<file path="config.mk">
export PLATFORM = sky130hd
export DESIGN_NAME = chte_ctrl
export DESIGN_NICKNAME = d
export VERILOG_FILES = /design/src/rtl/core/chte_pkg.sv /design/src/rtl/core/chte_ctrl.sv
export SDC_FILE = /design/constraint.sdc
export NUM_CORES = 1
export LEC_CHECK = 0
export ABC_CLOCK_PERIOD_IN_PS = 1700
export BUFFER_PORTS_ARGS = -buffer_cell sky130_fd_sc_hd__buf_2
export CAP_MARGIN = 5
export CORE_ASPECT_RATIO = 0.6
export CORE_MARGIN = 2
export CORE_UTILIZATION = 46
export DETAILED_ROUTE_END_ITERATION = 6
export PLACE_DENSITY = 0.75
export REMOVE_ABC_BUFFERS = 1
export SYNTH_ARGS = -nofsm -noshare
export SYNTH_HDL_FRONTEND = slang
export SYNTH_SLANG_ARGS = --single-unit
export TNS_END_PERCENT = 100
</file>
<file path="constraint.sdc">
create_clock -name clock -period 1.7 [get_ports clock]
set_clock_uncertainty 0.1 [all_clocks]
set_input_delay 0.085 -clock clock [delete_from_list [all_inputs] [get_ports clock]]
set_output_delay 0.085 -clock clock [all_outputs]
set_load 0.01 [all_outputs]
</file>
<file path="src/rtl/core/chte_pkg.sv">
package chte_pkg;

   // Command codes of a request transaction.
   typedef enum logic [1:0] {
      CMD_CONTAINS = 2'd0,
      CMD_OBTAIN   = 2'd1,
      CMD_INSERT   = 2'd2,
      CMD_AT       = 2'd3
   } cmd_type;

   // Status codes of a response transaction.
   typedef enum logic [1:0] {
      ST_OK       = 2'd0,
      ST_DUP      = 2'd1,
      ST_FULL     = 2'd2,
      ST_RANGE    = 2'd3
   } status_type;

   localparam int unsigned CMD_BITS       = 2;
   localparam int unsigned POS_BITS       = 8;
   localparam int unsigned CFG_BITS       = 7;
   localparam int unsigned DEFAULT_BUCKET = 16;

   // Commands from the controller to the datapath.
   typedef struct packed {
      logic load;       // capture request and start modulo
      logic mod_step;   // one restoring division step
      logic head_rd;    // read chain head and length of current bucket
      logic ent_rd;     // read entry at current pointer
      logic walk_adv;   // move pointer along chain
      logic cnt_adv;    // move to next bucket while counting positions
      logic do_link;    // write fresh entry and fix up link
      logic set_resp;   // register the response
   } cmd_bus_type;

   // Status from the datapath to the controller.
   typedef struct packed {
      logic clr_busy;   // bucket tables still being cleared after reset
      logic mod_done;
      logic ptr_null;
      logic key_eq;
      logic key_gt;
      logic pool_full;
      logic walk_over;  // step limit reached
      logic pos_here;   // position falls in current bucket
      logic last_bucket;
      logic offset_zero;
   } stat_bus_type;

endpackage

</file>
<file path="src/rtl/core/chte_ctrl.sv">
module chte_ctrl (
   input  logic                  clock,
   input  logic                  reset,
   input  logic                  req_fire,
   input  chte_pkg::cmd_type     req_cmd,
   input  chte_pkg::cmd_type     cmd,
   input  logic                  rsp_busy,
   input  chte_pkg::stat_bus_type st,
   output logic                  idle,
   output chte_pkg::cmd_bus_type cb,
   output logic                  res_found,
   output chte_pkg::status_type  res_status
);

   typedef enum logic [9:0] {
      S_CLR   = 10'b0000000001,
      S_IDLE  = 10'b0000000010,
      S_MOD   = 10'b0000000100,
      S_HEAD  = 10'b0000001000,
      S_ERD   = 10'b0000010000,
      S_ECMP  = 10'b0000100000,
      S_LINK  = 10'b0001000000,
      S_CNT   = 10'b0010000000,
      S_PWALK = 10'b0100000000,
      S_RESP  = 10'b1000000000
   } state_type;

   state_type state_ff, state_in;
   logic found_ff, found_in;
   chte_pkg::status_type status_ff, status_in;

   assign idle       = (state_ff == S_IDLE);
   assign res_found  = found_ff;
   assign res_status = status_ff;

   // Next state and command decode.
   always_comb begin
      state_in  = state_ff;
      found_in  = found_ff;
      status_in = status_ff;
      cb        = '0;
      unique case (state_ff)
         S_CLR: begin
            if (!st.clr_busy) begin
               state_in = S_IDLE;
            end
         end
         S_IDLE: begin
            if (req_fire) begin
               cb.load   = 1'b1;
               found_in  = 1'b0;
               status_in = chte_pkg::ST_OK;
               state_in  = (req_cmd == chte_pkg::CMD_AT) ? S_CNT : S_MOD;
            end
         end
         S_MOD: begin
            if (st.mod_done) begin
               state_in = S_HEAD;
            end else begin
               cb.mod_step = 1'b1;
            end
         end
         S_HEAD: begin
            cb.head_rd = 1'b1;
            state_in   = S_ERD;
         end
         S_ERD: begin
            if (st.ptr_null || st.walk_over) begin
               state_in = (cmd == chte_pkg::CMD_INSERT) ? S_LINK : S_RESP;
            end else begin
               cb.ent_rd = 1'b1;
               state_in  = S_ECMP;
            end
         end
         S_ECMP: begin
            priority if (st.key_eq) begin
               if (cmd == chte_pkg::CMD_INSERT) begin
                  status_in = chte_pkg::ST_DUP;
               end else begin
                  found_in = 1'b1;
               end
               state_in = S_RESP;
            end else if (st.key_gt) begin
               state_in = (cmd == chte_pkg::CMD_INSERT) ? S_LINK : S_RESP;
            end else begin
               cb.walk_adv = 1'b1;
               state_in    = S_ERD;
            end
         end
         S_LINK: begin
            if (st.pool_full) begin
               status_in = chte_pkg::ST_FULL;
            end else begin
               cb.do_link = 1'b1;
            end
            state_in = S_RESP;
         end
         S_CNT: begin
            if (st.pos_here) begin
               cb.head_rd = 1'b1;
               state_in   = S_PWALK;
            end else if (st.last_bucket) begin
               status_in = chte_pkg::ST_RANGE;
               state_in  = S_RESP;
            end else begin
               cb.cnt_adv = 1'b1;
            end
         end
         S_PWALK: begin
            if (st.ptr_null) begin
               status_in = chte_pkg::ST_RANGE;
               state_in  = S_RESP;
            end else if (st.offset_zero) begin
               cb.ent_rd = 1'b1;
               found_in  = 1'b1;
               state_in  = S_RESP;
            end else begin
               cb.walk_adv = 1'b1;
            end
         end
         S_RESP: begin
            if (!rsp_busy) begin
               cb.set_resp = 1'b1;
               state_in    = S_IDLE;
            end
         end
         default: state_in = S_IDLE;
      endcase
   end

   always_ff @(posedge clock) begin
      if (reset) begin
         state_ff  <= S_CLR;
         found_ff  <= 1'b0;
         status_ff <= chte_pkg::ST_OK;
      end else begin
         state_ff  <= state_in;
         found_ff  <= found_in;
         status_ff <= status_in;
      end
   end

endmodule

</file>
==> impl_metrics.yaml <==
pwr:
  peakVddDrop_mv: 0.4296
  fin_total_pwr_mw: 0.9704
  power_per_cell_area_nw_per_um2: 536.4
  power.static_leakage_nw: 0.7919
final_layout:
  layout_stage_area_growth_over_the_synthesis_result_pct: 67.36
  footprint_of_the_multi_input_gates_um2: 884.6
  register_area_um2: 279.0
  layout.nets: 224
  antennaDiodeCount: 0
  post-route-cell-area_um2: 1809
  nFillCells: 121
  final_layout_size_suffix_gt1_frac: 0.5659
placement:
  global_placement_routability_congestion: 1.059
  port_buffers: 29
  dp_hpwl_mm: 2.870
  post_dp_area_um2: 1463
critical_path:
  setup_crit_start_kind: "register"
  crit_path_top_delay_cell: "sky130_fd_sc_hd__or4_4"
  timing.rr.end: "state_ff[6]"
  setup.worst_path.start: "state_ff[6]"
  crit_chain: "or4_4, nor4_4, and3_4, nand2b_1, a21oi_1, buf_2"
  path_class: "reg2out"
  data_arrival_time_of_the_worst_path_ps: 2020
  reg2reg_depth: 7
  critPathMaxStageDelay_ps: 560
  timing.critical_path.required_ps: 1510
  ff2ff_setup_slack_ps: -460
  setup.worst_path.end_class: "output pin"
  critical_path.reg2reg.startpoint: "state_ff[6]"
  cp_max_fo: 3
synthesis:
  avgSynthCellArea_um2: 8.008
  synth.area.top_cells: "sky130_fd_sc_hd__dfxtp_1 (24%), sky130_fd_sc_hd__nor4_4 (5.9%), sky130_fd_sc_hd__a21oi_1 (4.6%), sky130_fd_sc_hd__nor2b_1 (4.1%), sky130_fd_sc_hd__nor4b_1 (4.1%)"
  synth_warnings: 0
  dominantRegCellSynth: "sky130_fd_sc_hd__dfxtp_1"
  post-synth-top-area-fraction: 0.2407
  synth_top_cell_by_area: "sky130_fd_sc_hd__dfxtp_1"
  synth_seq_cells: 13
  yosysUniqueCellTypes: 46
  synthesis.instances: 135
  syn_area_um2: 1081
  synth_seq_area_share: 0.2407
  synth_enable_flop_cells: 0
  synthArstFlopShare: 0
clock_network:
  clock_sinks: 13
  cts_tree: "built"
  clkLatencyLatePin_ps: 250
  root_buffer: "sky130_fd_sc_hd__clkbuf_8"
  htreeDepth: 1
  clock_path_buffers: 2
  number_of_clock_buffers_inserted_by_tritoncts: 3
  cts_clock_pin_slew_for_the_worst_setup_and_hold_paths_ps: 60
sta:
  hold_viol: 0
  clock.fmax_ghz: 0.4544
  max_slew.worst_pin.slew_ps: 472.1
  layout_min_cycle_time_ps: 2201
  min_period_over_period: 1.294
  worst_slew_margin_rel: 0.6808
  holdWs_ps: 57.11
  maxSlewViolCount: 0
  grt_setup_unrepaired: "true"
  final_critical_path_setup_slack_ps: -500.6
  timing.final.setup_violations: 18
detailed_routing:
  route.detailed.drc: 0
  antenna_left: 0
  wl_mm: 4.602
  detailed_router_s_first_iteration_violation_count: 255
  detail_route.vias_per_cell: 6.323
  detailed_route_via_count: 1486
  drt-pass1-iter-count: 4
  route.detailed.wl_per_inst_um: 19.58
floorplanning:
  fp.dieW_um: 66.59
  die_height_um: 41.55
  die-area_um2: 2767
  core_um2: 2196
  ios: 30
  fp-row-count: 13
  initial_cell_density_of_the_core: 0.4923
run:
  reported_max_cap_violation_count: 0
run_status:
  status: "finished with violations"
  failed_checks: "negative setup slack"
min_path:
  worst_hold_end: "state_ff[6]"
  hold_depth: 3
  timing.hold.worst.class: "in2reg"
  min-delay-start: "cmd[1]"
grt:
  antenna_found_initial: 0
  grt_pass1_wl_mm: 6.444
  grt.total_usage: 0.3087
  overflow: 0
  grt_max_degree: 14
  grt_pass1_vias: 1305
[report_power, final]
| group | switching, mW | internal, mW | total, mW |
|---|---|---|---|
| clock network | 0.133 | 0.167 | 0.300 |
| logic | 0.165 | 0.175 | 0.339 |
| registers | 0.0180 | 0.313 | 0.331 |
| total | 0.316 | 0.654 | 0.970 |
[worst max path at each step]
stage / depth (start not counted) / to
6_report: 6 / cb[4]
5_1_grt: 6 / cb[4]
4_1_cts: 6 / cb[4]
3_5_place_dp: 5 / res_status[0]
3_3_place_gp: 6 / res_status[0]
2_1_floorplan: 5 / res_status[0]
[final cells by class]
cell class / count / area share
repair buffers: 74 / 0.2988
well taps: 30 / 0.02075
multi-input cells: 108 / 0.4889
clock buffers: 4 / 0.02490
flip-flops and latches: 13 / 0.1542
inverters: 6 / 0.01245
[worst max-delay path, delay by kind of cell, from the launching register on]
kind	cells	cell delay, ps
flip-flops	1	340
buffers and inverters	1	160
AO/OA/AOI/OAI	1	160
AND/OR/NAND/NOR	4	1100
[layout by cell type, fill, tap and decap left out, drive strengths merged, types with 2 or more instances in the layout]
master / synthesis / layout
buf: 4 / 72
dfxtp: 13 / 13
nor2: 10 / 10
a21oi: 10 / 10
nand2: 7 / 7
nor2b: 7 / 7
nand4: 6 / 6
inv: 6 / 6
nor3: 6 / 6
nor4: 5 / 5
nor4b: 5 / 5
and3: 5 / 5
o21ai: 5 / 5
nand2b: 4 / 4
o211ai: 4 / 4
clkbuf: 4 / 4
nand3b: 3 / 3
xor2: 3 / 3
or3: 3 / 3
nand3: 2 / 2
and2: 2 / 2
a211o: 2 / 2
dlygate4sd3: 0 / 2
o31ai: 2 / 2
or4: 2 / 2
a2111oi: 2 / 2
mux2: 2 / 2
[cell families after synthesis]
logic type,after synthesis,synth area share
buf+inv,14,0.05902
simple gates,71,0.4491
flops,13,0.2407
mux,2,0.02083
compound gates,32,0.2060
xor+xnor,3,0.02431
[state kept, by name, indices dropped and copies added (netlist names)]
register,cells
res_status,2
state_ff,10
res_found,1
[what timing repair did]
action,in CTS,in global routing
gates resized for setup,27,24
hold buffers,2,0
endpoints found under the setup margin,19,19
setup buffers,5,7
pin swaps,18,12
hold endpoints to repair,2,0
[synthesized netlist by cell type (2+ instances only)]
library cell / count
sky130_fd_sc_hd__dfxtp_1: 13
sky130_fd_sc_hd__a21oi_1: 10
sky130_fd_sc_hd__nor2_1: 10
sky130_fd_sc_hd__nand2_1: 7
sky130_fd_sc_hd__nor2b_1: 7
sky130_fd_sc_hd__nand4_1: 6
sky130_fd_sc_hd__nor3_1: 6
sky130_fd_sc_hd__inv_1: 5
sky130_fd_sc_hd__nor4b_1: 5
sky130_fd_sc_hd__and3_1: 4
sky130_fd_sc_hd__clkbuf_1: 4
sky130_fd_sc_hd__nand2b_1: 4
sky130_fd_sc_hd__o211ai_1: 4
sky130_fd_sc_hd__buf_2: 3
sky130_fd_sc_hd__nand3b_1: 3
sky130_fd_sc_hd__nor4_4: 3
sky130_fd_sc_hd__o21ai_0: 3
sky130_fd_sc_hd__or3_1: 3
sky130_fd_sc_hd__xor2_1: 3
sky130_fd_sc_hd__a211o_1: 2
sky130_fd_sc_hd__and2_1: 2
sky130_fd_sc_hd__nand3_1: 2
sky130_fd_sc_hd__nor4_2: 2
sky130_fd_sc_hd__o31ai_1: 2
[per-layer routing]
| layer | track usage | share of wire | vias up |
|---|---|---|---|
| li1 | - | - | 652 |
| met1 | 0.4233 | 0.42 | 719 |
| met2 | 0.4700 | 0.46 | 98 |
| met3 | 0.09756 | 0.097 | 17 |
| met4 | 0.07755 | 0.025 | 0 |
| met5 | 0 | 0 | - |
[metrics by stage]
step,std cells,setup TNS [ps],setup slack (ps),utilization
after global placement,218,-1800,-233.8,0.6661
after detailed placement,218,-2565,-264.6,0.6661
final,235,-4761,-500.6,0.8239
after floorplan,127,-899.0,-164.6,-
after CTS,228,-3005,-372.0,0.7504
after global routing,235,-5871,-548.2,0.8239
Note: power is estimated with default switching activity, not from simulation.
